==> src/design/hsvrgb_pkg.sv <==
// ----------------------------------------------------------------------------
// hsvrgb_pkg
// widths, scaling constants and sector codes for the hsv to rgb pixel unit
// ----------------------------------------------------------------------------
`default_nettype none

package hsvrgb_pkg;

   localparam int HUE_W = 16;
   localparam int PCT_W = 8;
   localparam int PIX_W = 8;

   // hue reduction: q = (hue * HUE_RECIP) >> HUE_SHIFT is exact hue / 360
   localparam int HUE_MOD   = 360;
   localparam int HUE_RECIP = 46604;
   localparam int HUE_SHIFT = 24;

   localparam int PCT_MAX = 100;

   // top = ((v*51) >> 2) / 5
   localparam int TOP_RECIP = 1639;
   localparam int TOP_SHIFT = 13;
   // bottom = ((v*(100-s)*51) >> 4) / 125
   localparam int BOT_RECIP = 33555;
   localparam int BOT_SHIFT = 22;
   // mid = ((n*17) >> 6) / 625
   localparam int MID_RECIP = 214749;
   localparam int MID_SHIFT = 27;

   typedef enum logic [2:0] {
      SEC_0 = 3'd0,
      SEC_1 = 3'd1,
      SEC_2 = 3'd2,
      SEC_3 = 3'd3,
      SEC_4 = 3'd4,
      SEC_5 = 3'd5
   } sector_type;

endpackage

`default_nettype wire

==> src/design/hsv_to_rgb_pixel_unit.sv <==
// ----------------------------------------------------------------------------
// hsv_to_rgb_pixel_unit
// pipelined conversion of one hsv pixel to an 8-bit rgb triple
// ----------------------------------------------------------------------------
// usage
//   input beat: req_hue, req_saturation, req_brightness are taken at a rising
//   edge with start high and busy low. busy is only high during reset, so a
//   new pixel can be taken at every clock edge.
//   result beat: rsp_red, rsp_green, rsp_blue are shown for one cycle with
//   rsp_valid high. the receiver cannot hold results off and none is needed,
//   since nothing inside ever stalls.
// pipeline and throughput
//   five register stages; a pixel accepted at a rising edge is on the result
//   ports once it has passed all five. one pixel per clock sustained, since
//   nothing stalls and each of the five stages holds one item.
// reset
//   synchronous, active high: all stage valid bits are cleared, so pixels in
//   flight are dropped and no result beat follows. payload is not reset.
// arithmetic
//   hue mod 360, and the divides by 100, 10000 and 600000, are done as
//   multiplies by exact reciprocals followed by shifts.
// ----------------------------------------------------------------------------
`default_nettype none

module hsv_to_rgb_pixel_unit (
   input  wire logic                             clock,
   input  wire logic                             reset,
   input  wire logic                             start,
   output logic                                  busy,
   input  wire logic [hsvrgb_pkg::HUE_W-1:0]     req_hue,
   input  wire logic [hsvrgb_pkg::PCT_W-1:0]     req_saturation,
   input  wire logic [hsvrgb_pkg::PCT_W-1:0]     req_brightness,
   output logic                                  rsp_valid,
   output logic [hsvrgb_pkg::PIX_W-1:0]          rsp_red,
   output logic [hsvrgb_pkg::PIX_W-1:0]          rsp_green,
   output logic [hsvrgb_pkg::PIX_W-1:0]          rsp_blue
);

   // ---------------------------------------------------------------- control
   logic       accept;
   logic [4:0] vld_ff;
   logic [4:0] vld_in;

   // no stall inside: only reset blocks intake
   assign busy   = reset;
   assign accept = start & ~busy;
   assign vld_in = {vld_ff[3:0], accept};

   always_ff @(posedge clock) begin
      if (reset) begin
         vld_ff <= '0;
      end else begin
         vld_ff <= vld_in;
      end
   end

   // ---------------------------------------------------------------- stage 1
   // clamp percentages, quotient of hue / 360
   logic [31:0] hue_prod;
   logic [7:0]  q1_in;
   logic [6:0]  s1_in;
   logic [6:0]  v1_in;
   logic [15:0] hue1_ff;
   logic [7:0]  q1_ff;
   logic [6:0]  s1_ff;
   logic [6:0]  v1_ff;

   always_comb begin
      hue_prod = 32'(req_hue) * 32'(hsvrgb_pkg::HUE_RECIP);
      q1_in    = hue_prod[hsvrgb_pkg::HUE_SHIFT +: 8];
      s1_in    = (req_saturation > 8'(hsvrgb_pkg::PCT_MAX)) ?
                 7'(hsvrgb_pkg::PCT_MAX) : req_saturation[6:0];
      v1_in    = (req_brightness > 8'(hsvrgb_pkg::PCT_MAX)) ?
                 7'(hsvrgb_pkg::PCT_MAX) : req_brightness[6:0];
   end

   always_ff @(posedge clock) begin
      hue1_ff <= req_hue;
      q1_ff   <= q1_in;
      s1_ff   <= s1_in;
      v1_ff   <= v1_in;
   end

   // ---------------------------------------------------------------- stage 2
   // remainder h, s*v and v*(100-s)
   logic [16:0] qx360;
   logic [16:0] hrem;
   logic [8:0]  h2_in;
   logic [13:0] sv2_in;
   logic [13:0] vns2_in;
   logic [8:0]  h2_ff;
   logic [13:0] sv2_ff;
   logic [13:0] vns2_ff;
   logic [6:0]  v2_ff;

   always_comb begin
      qx360   = 17'(q1_ff) * 17'(hsvrgb_pkg::HUE_MOD);
      hrem    = 17'(hue1_ff) - qx360;
      h2_in   = hrem[8:0];
      sv2_in  = 14'(s1_ff) * 14'(v1_ff);
      vns2_in = 14'(v1_ff) * 14'(7'(hsvrgb_pkg::PCT_MAX) - s1_ff);
   end

   always_ff @(posedge clock) begin
      h2_ff   <= h2_in;
      sv2_ff  <= sv2_in;
      vns2_ff <= vns2_in;
      v2_ff   <= v1_ff;
   end

   // ---------------------------------------------------------------- stage 3
   // sector, ramp d, mid numerator and pre-scaled top and bottom
   hsvrgb_pkg::sector_type sec3_in;
   hsvrgb_pkg::sector_type sec3_ff;
   logic [8:0]  base;
   logic [8:0]  r120_w;
   logic [6:0]  r120;
   logic [5:0]  ramp_dist;
   logic [5:0]  ramp;
   logic [19:0] n3_in;
   logic [12:0] v51;
   logic [18:0] vns51;
   logic [10:0] wt3_in;
   logic [14:0] zb3_in;
   logic [19:0] n3_ff;
   logic [10:0] wt3_ff;
   logic [14:0] zb3_ff;

   always_comb begin
      priority if (h2_ff >= 9'd300) begin
         sec3_in = hsvrgb_pkg::SEC_5;
         base    = 9'd240;
      end else if (h2_ff >= 9'd240) begin
         sec3_in = hsvrgb_pkg::SEC_4;
         base    = 9'd240;
      end else if (h2_ff >= 9'd180) begin
         sec3_in = hsvrgb_pkg::SEC_3;
         base    = 9'd120;
      end else if (h2_ff >= 9'd120) begin
         sec3_in = hsvrgb_pkg::SEC_2;
         base    = 9'd120;
      end else if (h2_ff >= 9'd60) begin
         sec3_in = hsvrgb_pkg::SEC_1;
         base    = 9'd0;
      end else begin
         sec3_in = hsvrgb_pkg::SEC_0;
         base    = 9'd0;
      end
      r120_w    = h2_ff - base;
      r120      = r120_w[6:0];
      ramp_dist = (r120 >= 7'd60) ? 6'(r120 - 7'd60) : 6'(7'd60 - r120);
      ramp      = 6'd60 - ramp_dist;
      n3_in     = 20'(sv2_ff) * 20'(ramp) + 20'(vns2_ff) * 20'd60;
      v51       = 13'(v2_ff) * 13'd51;
      vns51     = 19'(vns2_ff) * 19'd51;
      wt3_in    = v51[12:2];
      zb3_in    = vns51[18:4];
   end

   always_ff @(posedge clock) begin
      sec3_ff <= sec3_in;
      n3_ff   <= n3_in;
      wt3_ff  <= wt3_in;
      zb3_ff  <= zb3_in;
   end

   // ---------------------------------------------------------------- stage 4
   // top and bottom finished, mid pre-scaled by 17/64
   logic [23:0] n17;
   logic [21:0] top_prod;
   logic [30:0] bot_prod;
   logic [17:0] zm4_in;
   logic [17:0] zm4_ff;
   logic [7:0]  top4_ff;
   logic [7:0]  bot4_ff;
   hsvrgb_pkg::sector_type sec4_ff;

   always_comb begin
      n17      = {n3_ff, 4'd0} + 24'(n3_ff);
      zm4_in   = n17[23:6];
      top_prod = 22'(wt3_ff) * 22'(hsvrgb_pkg::TOP_RECIP);
      bot_prod = 31'(zb3_ff) * 31'(hsvrgb_pkg::BOT_RECIP);
   end

   always_ff @(posedge clock) begin
      zm4_ff  <= zm4_in;
      top4_ff <= top_prod[hsvrgb_pkg::TOP_SHIFT +: 8];
      bot4_ff <= bot_prod[hsvrgb_pkg::BOT_SHIFT +: 8];
      sec4_ff <= sec3_ff;
   end

   // ---------------------------------------------------------------- stage 5
   // mid finished, route levels to channels by sector
   logic [35:0] mid_prod;
   logic [7:0]  mid;
   logic [7:0]  red_in;
   logic [7:0]  green_in;
   logic [7:0]  blue_in;
   logic [7:0]  red_ff;
   logic [7:0]  green_ff;
   logic [7:0]  blue_ff;

   always_comb begin
      mid_prod = 36'(zm4_ff) * 36'(hsvrgb_pkg::MID_RECIP);
      mid      = mid_prod[hsvrgb_pkg::MID_SHIFT +: 8];
      unique case (sec4_ff)
         hsvrgb_pkg::SEC_0: begin
            red_in = top4_ff; green_in = mid;     blue_in = bot4_ff;
         end
         hsvrgb_pkg::SEC_1: begin
            red_in = mid;     green_in = top4_ff; blue_in = bot4_ff;
         end
         hsvrgb_pkg::SEC_2: begin
            red_in = bot4_ff; green_in = top4_ff; blue_in = mid;
         end
         hsvrgb_pkg::SEC_3: begin
            red_in = bot4_ff; green_in = mid;     blue_in = top4_ff;
         end
         hsvrgb_pkg::SEC_4: begin
            red_in = mid;     green_in = bot4_ff; blue_in = top4_ff;
         end
         default: begin
            red_in = top4_ff; green_in = bot4_ff; blue_in = mid;
         end
      endcase
   end

   always_ff @(posedge clock) begin
      red_ff   <= red_in;
      green_ff <= green_in;
      blue_ff  <= blue_in;
   end

   assign rsp_valid = vld_ff[4];
   assign rsp_red   = red_ff;
   assign rsp_green = green_ff;
   assign rsp_blue  = blue_ff;

endmodule

`default_nettype wire

==> config.mk <==
export PLATFORM = sky130hd
export DESIGN_NAME = hsv_to_rgb_pixel_unit
export DESIGN_NICKNAME = d
export VERILOG_FILES = /design/src/design/hsvrgb_pkg.sv /design/src/design/hsv_to_rgb_pixel_unit.sv
export SDC_FILE = /design/constraint.sdc
export NUM_CORES = 2
export LEC_CHECK = 0
export CAP_MARGIN = 40
export CORE_UTILIZATION = 60
export DETAILED_ROUTE_END_ITERATION = 12
export DONT_BUFFER_PORTS = 1
export PLACE_DENSITY = 0.74
export REMOVE_ABC_BUFFERS = 1
export SLEW_MARGIN = 20
export SYNTH_ARGS = -nofsm -noshare
export SYNTH_HDL_FRONTEND = slang
export SYNTH_SLANG_ARGS = --single-unit
==> constraint.sdc <==
create_clock -name clock -period 20.1 [get_ports clock]
set_input_delay 4.02 -clock clock [delete_from_list [all_inputs] [get_ports clock]]
set_output_delay 4.02 -clock clock [all_outputs]
set_load 0.03 [all_outputs]
; ---- Yosys cells after proc, flatten, opt, wreduce, memory -nomap -nowiden
; Index checks and enable logic that the tools add are counted.
[op_classes]
n_addsub = 8
multipliers = 11
n_lt_le_gt_ge = 8
eq_ne = 4
bitwise = 2
n_reduce_logical = 8
mux = 12
[ops]
columns = operator, n
row1 = 8-bit one-hot mux with 2 select lines, 3
row2 = "18-bit by 18-bit multiplier with 35-bit output, second input constant", 1
row3 = "15-bit by 16-bit multiplier with 30-bit output, second input constant", 1
row4 = "16-bit by 14-bit multiplier with 30-bit output, second input constant", 1
row5 = 7-bit 2-to-1 mux, 4
row6 = 24-bit by 20-bit adder with 24-bit output, 1
row7 = "11-bit by 11-bit multiplier with 21-bit output, second input constant", 1
row8 = 20-bit adder, 1
row9 = 14-bit by 6-bit multiplier with 20-bit output, 1
row10 = "14-bit by 6-bit multiplier with 19-bit output, second input constant", 1
row11 = "9-bit by 8-bit greater-or-equal comparator with 1-bit output, second input constant", 2
row12 = "14-bit by 4-bit multiplier with 18-bit output, second input constant", 1
row13 = "8-bit by 7-bit > comparator with 1-bit output, second input constant", 2
row14 = 7-bit by 7-bit multiplier with 14-bit output, 1
row15 = 8-bit by 8-bit multiplier with 14-bit output, 1
row16 = 2-bit OR reduction, 7
row17 = "7-bit by 6-bit multiplier with 13-bit output, second input constant", 1
row18 = "6-bit subtractor, first input constant", 2
row19 = "9-bit by 6-bit greater-or-equal comparator with 1-bit output, second input constant", 1
row20 = "9-bit by 7-bit greater-or-equal comparator with 1-bit output, second input constant", 1
row21 = "9-bit greater-or-equal comparator, second input constant", 1
row22 = 9-bit subtractor, 1
row23 = "8-bit by 6-bit multiplier with 6-bit output, second input constant", 1
row24 = "7-bit by 7-bit subtractor with 8-bit output, first input constant", 1
row25 = 12 further kinds, 15
[word_totals]
register_bits = 190
input_bits = 35
output_inout_bits = 26
wordCells = 74

; ---- Longest topological paths before layout
[logic_depth]
depth_word = 11
ltp_mapped = 34
ltp_nobuf = 34

; ---- Worst setup path before layout
; Ideal clock, no wire load.
[synth_path]
kind = in2reg
from = in req_hue[2] (netlist bit)
to = reg q1_ff[5]
n_path_buf = 0
slack_ns = 11.405
arrival_time_ns = 8.623
setup_ns = 0.072
stages = 17
t_required_ns = 20.028
path_cell_list = ha_1 > inv_1 > fa_1 > inv_1 > fa_1 > fa_1 > fa_1 > fa_1 > ha_1 > a21oi_1 > nor2_1 > nor3_1 > a31oi_1 > nor4_1 > nor3_1 > a2111oi_0 > xnor2_1
[synth_via]
elab_chain_len = 1
[synth_rtl]
columns = element, line
row1 = "start, declared", hsv_to_rgb_pixel_unit.sv:30  ; input wire logic [hsvrgb_pkg::HUE_W-1:0] req_hue,
row2 = 16-bit by 14-bit multiplier with 30-bit output, hsv_to_rgb_pixel_unit.sv:69  ; hue_prod = 32'(req_hue) * 32'(hsvrgb_pkg::HUE_RECIP);
row3 = named net hue_prod[29], hsv_to_rgb_pixel_unit.sv:59  ; logic [31:0] hue_prod;
row4 = "end signal, assigned", hsv_to_rgb_pixel_unit.sv:79  ; q1_ff <= q1_in;
row5 = "end, declared", hsv_to_rgb_pixel_unit.sv:64  ; logic [7:0] q1_ff;
; The timed path passes the listed nets, and every way through them passes these cells.
; A chain may end at the register's enable or synchronous reset.

; ---- Worst setup path after layout
[layout_path]
from = reg h2_ff[5]
to = reg n3_ff[19]
[layout_via]
elab_chain_len = 11
[layout_rtl]
columns = element, line
row1 = "start, declared", hsv_to_rgb_pixel_unit.sv:91  ; logic [8:0] h2_ff;
row2 = "start signal, assigned", hsv_to_rgb_pixel_unit.sv:105  ; h2_ff <= h2_in;
row3 = 9-bit by 7-bit greater-or-equal comparator with 1-bit output, hsv_to_rgb_pixel_unit.sv:139  ; end else if (h2_ff >= 9'd120) begin
row4 = 7-bit 2-to-1 mux, hsv_to_rgb_pixel_unit.sv:139
row5 = 7-bit 2-to-1 mux, hsv_to_rgb_pixel_unit.sv:136  ; end else if (h2_ff >= 9'd180) begin
row6 = 7-bit 2-to-1 mux, hsv_to_rgb_pixel_unit.sv:133  ; end else if (h2_ff >= 9'd240) begin
row7 = 7-bit 2-to-1 mux, hsv_to_rgb_pixel_unit.sv:130  ; priority if (h2_ff >= 9'd300) begin
row8 = 7-bit subtractor (*), hsv_to_rgb_pixel_unit.sv:149  ; r120_w = h2_ff - base;
row9 = 6-bit subtractor or 7-bit by 6-bit greater-or-equal comparator with 1-bit output (tied branches), hsv_to_rgb_pixel_unit.sv:151  ; ramp_dist = (r120 >= 7'd60) ? 6'(r120 - 7'd60) : 6'(7'd60 - r120);
row10 = 6-bit 2-to-1 mux (*), hsv_to_rgb_pixel_unit.sv:151
row11 = 6-bit subtractor (*), hsv_to_rgb_pixel_unit.sv:152  ; ramp = 6'd60 - ramp_dist;
row12 = 14-bit by 6-bit multiplier with 20-bit output (*), hsv_to_rgb_pixel_unit.sv:153  ; n3_in = 20'(sv2_ff) * 20'(ramp) + 20'(vns2_ff) * 20'd60;
row13 = 20-bit adder (*), hsv_to_rgb_pixel_unit.sv:153
row14 = named net n3_in[19], hsv_to_rgb_pixel_unit.sv:120  ; logic [19:0] n3_in;
row15 = "end signal, assigned", hsv_to_rgb_pixel_unit.sv:162  ; n3_ff <= n3_in;
row16 = "end, declared", hsv_to_rgb_pixel_unit.sv:125  ; logic [19:0] n3_ff;
; Mark *: on every way through the listed nets, which the timed path passes. The rest lies on a longest branch.

==> flow_results.org <==
** Finish
- Layout overhead on the synthesized area :: 4.54%
- In the final layout, the multi-input gates occupy 22,400 µm².
- The post-route netlist has 2.40% of its cells at a drive strength greater than 1.
- The repair_antennas step left the layout with diodes totalling 0.
- Post-layout instance count excluding filler cells :: 3,616
- Filler Cells Inserted :: 3,864
- In the final design database the tool counted 4,078 nets.
- Across the whole layout, storage elements account for 3740 µm².
- Final design utilization :: 63.6%

** Place
- Final weighted congestion in routability-driven placement :: 0.948
- Port bufs :: 0
- Inst Count DP :: 3,584
- Summed over all nets, the half-perimeter wirelength after detailed placement is 50,200 µm.

** Logic synthesis
- Synth Area in Compound Gates :: 6.95%
- Multiplexer share of the synthesized area :: 0.384%
- For this run, the leading register cell type out of synthesis is dfxtp_1.
- Number of synthesized flops with an enable pin :: 0
- Sequential elements use 12.9% of the synthesized area.
- After Yosys synthesis, and, or, nand and nor cells account for 8.69% of the synthesized area.
- In this run, distinct cell masters in the synthesized netlist total 70.
- In this run, synthesis produced a sequential element count of 187.
- Area share of the largest cell type after synthesis :: 29.0%
- Of the total synthesized cell area, the portion taken by full adders, half adders and majority gates is 56.4%.
- Yosys top cell by area :: fa_1
- For this run, the number of Yosys warnings is 0.
- By area, the combinational part of the netlist is dominated by adder cells.
- Averaged over all synthesized cells, the footprint is 9.70 µm².
- Most instantiated cells after synthesis :: inv_1 (745), ha_1 (634), fa_1 (421), dfxtp_1 (187), nand2_1 (142)
- Top cells by area in the synthesized netlist :: fa_1 (29%), ha_1 (27%), dfxtp_1 (13%), inv_1 (9.6%), xnor2_1 (3.4%)
- Synthesized-area fraction occupied by xor and xnor cells :: 4.61%
- In this run the cell area of the synthesized design comes to 29,000 µm².
- Most common cell in the synthesized netlist :: inv_1
- Share of synthesized flip-flops with an asynchronous set or reset :: 0%
- Synthesized instance count :: 2,994

** Clock tree
- Clk sink count :: 187
- Once the clock tree was built, the setup fixing pass inserted 0 buffers.
- Clock latency on the worst-skew pair :: 0.49 ns
- Clock root cell :: clkbuf_16
- Register clock-pin slew on the reported worst setup and hold paths :: 0.07 ns
- H-Tree Depth :: 4
- Cells resized by post-CTS repair :: 0
- TritonCTS built the clock tree.
- Clock buffers created by TritonCTS :: 17
- Number of buffers added to fix hold violations after cts :: 0
- No sink is reached through more buffers than the 2 on the longest clock path.

** Routing
- Total wirelength of the detailed-routed design :: 57,100 µm
- DR WL/cell :: 15.8 µm
- Vias per cell :: 5.32
- DRC violation total after the first TritonRoute iteration :: 773
- Across all layers, the routed design uses 19,230 vias.
- In this run the remaining antenna-violating nets after routing total 0.
- The first detailed-routing pass ran for 5 iterations.
- Number of DRC violations after detailed routing :: 0

** Timing
- Post-route setup TNS :: 0 ns
- Max Fclk :: 114 MHz
- The worst path uses 43.5% of the clock period.
- Setup repair after global routing left no endpoint under its margin.
- The max-slew violation total from the final report was 0.
- Max transition margin :: 45.8%
- Final hold violations :: 0
- Final critical path time including I/O delays and setup :: 8.75 ns
- Count of endpoints failing setup in the final report :: 0
- For the pin with the worst max-slew slack, the measured transition is 0.805 ns.
- For the final database, setup skew stands at 0.0109 ns.

** Setup path
- STA classifies the critical path endpoint as a flop.
- WP data arrival :: 9.12 ns
- In this run the worst path has a maximum fanout of 14.
- Data on the critical path is required at its endpoint by 20.47 ns.
- CP max stage delay :: 0.60 ns
- By instance count, the cell type seen most on the critical path is fa_1.
- Crit-path slowest cell :: a311oi_1
- The worst setup path is of the reg -> reg kind.
- The number of cells on the worst reg-to-reg path is 31.
- The worst setup path is launched from a flop.

** Global routing
- GRT Util Overall :: 24.8%
- Number of global-route vias before repair :: 21,019
- Global-route wire length before repair :: 98,800 µm
- Number of antenna violations at the first check in global routing :: 1
- Largest net degree at the start of global routing :: 53
- Leftover overflow at the end of global routing :: 0

** Floorplan
- After floorplanning, the core was divided into 80 placement rows.
- Die area :: 49,300 µm²
- Vertical die dimension :: 222 µm
- I/O pins :: 61
- The die is 222 µm wide.
- For this configuration, the core starts out at a cell density of 60.8%.
- Area of the core region :: 47,700 µm²

** Hold path
- The min-delay analysis places its worst path in the category reg -> reg.
- Counting instances, the worst hold path has a depth of 0.

** Job
- Max_cap viols :: 0

** Status
- Run status :: completed
worst max-delay path: cells and delay by family (launching register included):
family | cells | cell delay, ns
buffers and inverters | 3 | 0.16
adders and majority gates | 7 | 3.27
xor gates and xnor gates | 3 | 0.84
DFF | 1 | 0.34
and+or+nand+nor | 9 | 1.88
AOI/OAI and AO/OA | 9 | 2.15
sequential cells by signal, summed over array words and instances, names as in the netlist, 5 cells and up:
register / count
bot4_ff: 8
h2_ff: 9
hue1_ff: 9
n3_ff: 20
q1_ff: 6
rsp_blue: 8
rsp_green: 8
rsp_red: 8
s1_ff: 7
sv2_ff: 13
top4_ff: 8
v1_ff: 7
v2_ff: 7
vld_ff: 5
vns2_ff: 14
wt3_ff: 11
zb3_ff: 15
zm4_ff: 18
layer usage:
| metal | wire [µm] | part of all wire (%) | vias up | GRT usage (%) |
|---|---|---|---|---|
| met5 | 0 | 0 | - | 0 |
| met2 | 29000 | 51 | 321 | 44.7 |
| met1 | 25200 | 44 | 9406 | 30.9 |
| li1 | - | - | 9415 | - |
| met3 | 1670 | 2.9 | 88 | 3.26 |
| met4 | 1190 | 2.1 | 0 | 7.44 |
per-stage QoR:
step                hold WS, ns  setup WS (ns)  instance area [µm²]
floorplan                 0.310          11.41                28900
global placement          0.314          11.15                29700
detailed placement        0.318          11.04                29700
CTS                       0.334          11.39                30300
global route              0.344          10.93                30300
finish                    0.329          11.35                30300
worst paths after layout:
| kind | slack [ns] | to | startpoint |
|---|---|---|---|
| max | 11.35 | n3_ff[19]$_DFF_P_ | h2_ff[5]$_DFF_P_ |
| min | 0.33 | sec4_ff[1]$_DFF_P_ | sec3_ff[1]$_SDFF_PP0_ |
| max reg2reg | 11.35 | n3_ff[19]$_DFF_P_ | h2_ff[5]$_DFF_P_ |
| min reg2reg | 0.33 | sec4_ff[1]$_DFF_P_ | sec3_ff[1]$_SDFF_PP0_ |
cells by family (layout without fill, tap and decap cells):
| group | count (synthesis) | after routing |
|---|---|---|
| compound gates | 311 | 311 |
| xor+xnor | 152 | 152 |
| fa+ha+maj | 1055 | 1055 |
| buf+inv | 778 | 785 |
| flops | 187 | 187 |
| mux | 11 | 11 |
| simple gates | 500 | 500 |
placed cells by master, fill, tap and decap left out, types with 6 or more instances in the layout:
master / count
a21boi_0: 8
a21o_1: 31
a21oi_1: 91
a31o_2: 9
a31oi_1: 8
and2_1: 92
buf_4: 7
clkbuf_16: 17
dfxtp_1: 187
fa_1: 421
ha_1: 634
inv_1: 745
inv_6: 6
mux2i_1: 10
nand2_1: 142
nand2b_1: 29
nand3_1: 26
nor2_1: 85
nor2b_1: 46
nor3_1: 36
o2111ai_1: 8
o21a_1: 23
o21ai_0: 67
o21bai_1: 10
o22ai_1: 9
or2_2: 10
or3_1: 6
xnor2_1: 112
xor2_1: 38
area by class of cell:
type | instances | share of cell area, %
clock buffers | 19 | 1.46
inverters | 745 | 9.21
well taps | 615 | 2.54
repair buffers | 8 | 0.190
clock inverters | 13 | 0.581
flip-flops and latches | 187 | 12.3
multi-input cells | 2029 | 73.7
Power is left out: the tool's default activity adds up to more than one toggle a clock period on the data nets, which glitch-free logic cannot reach.
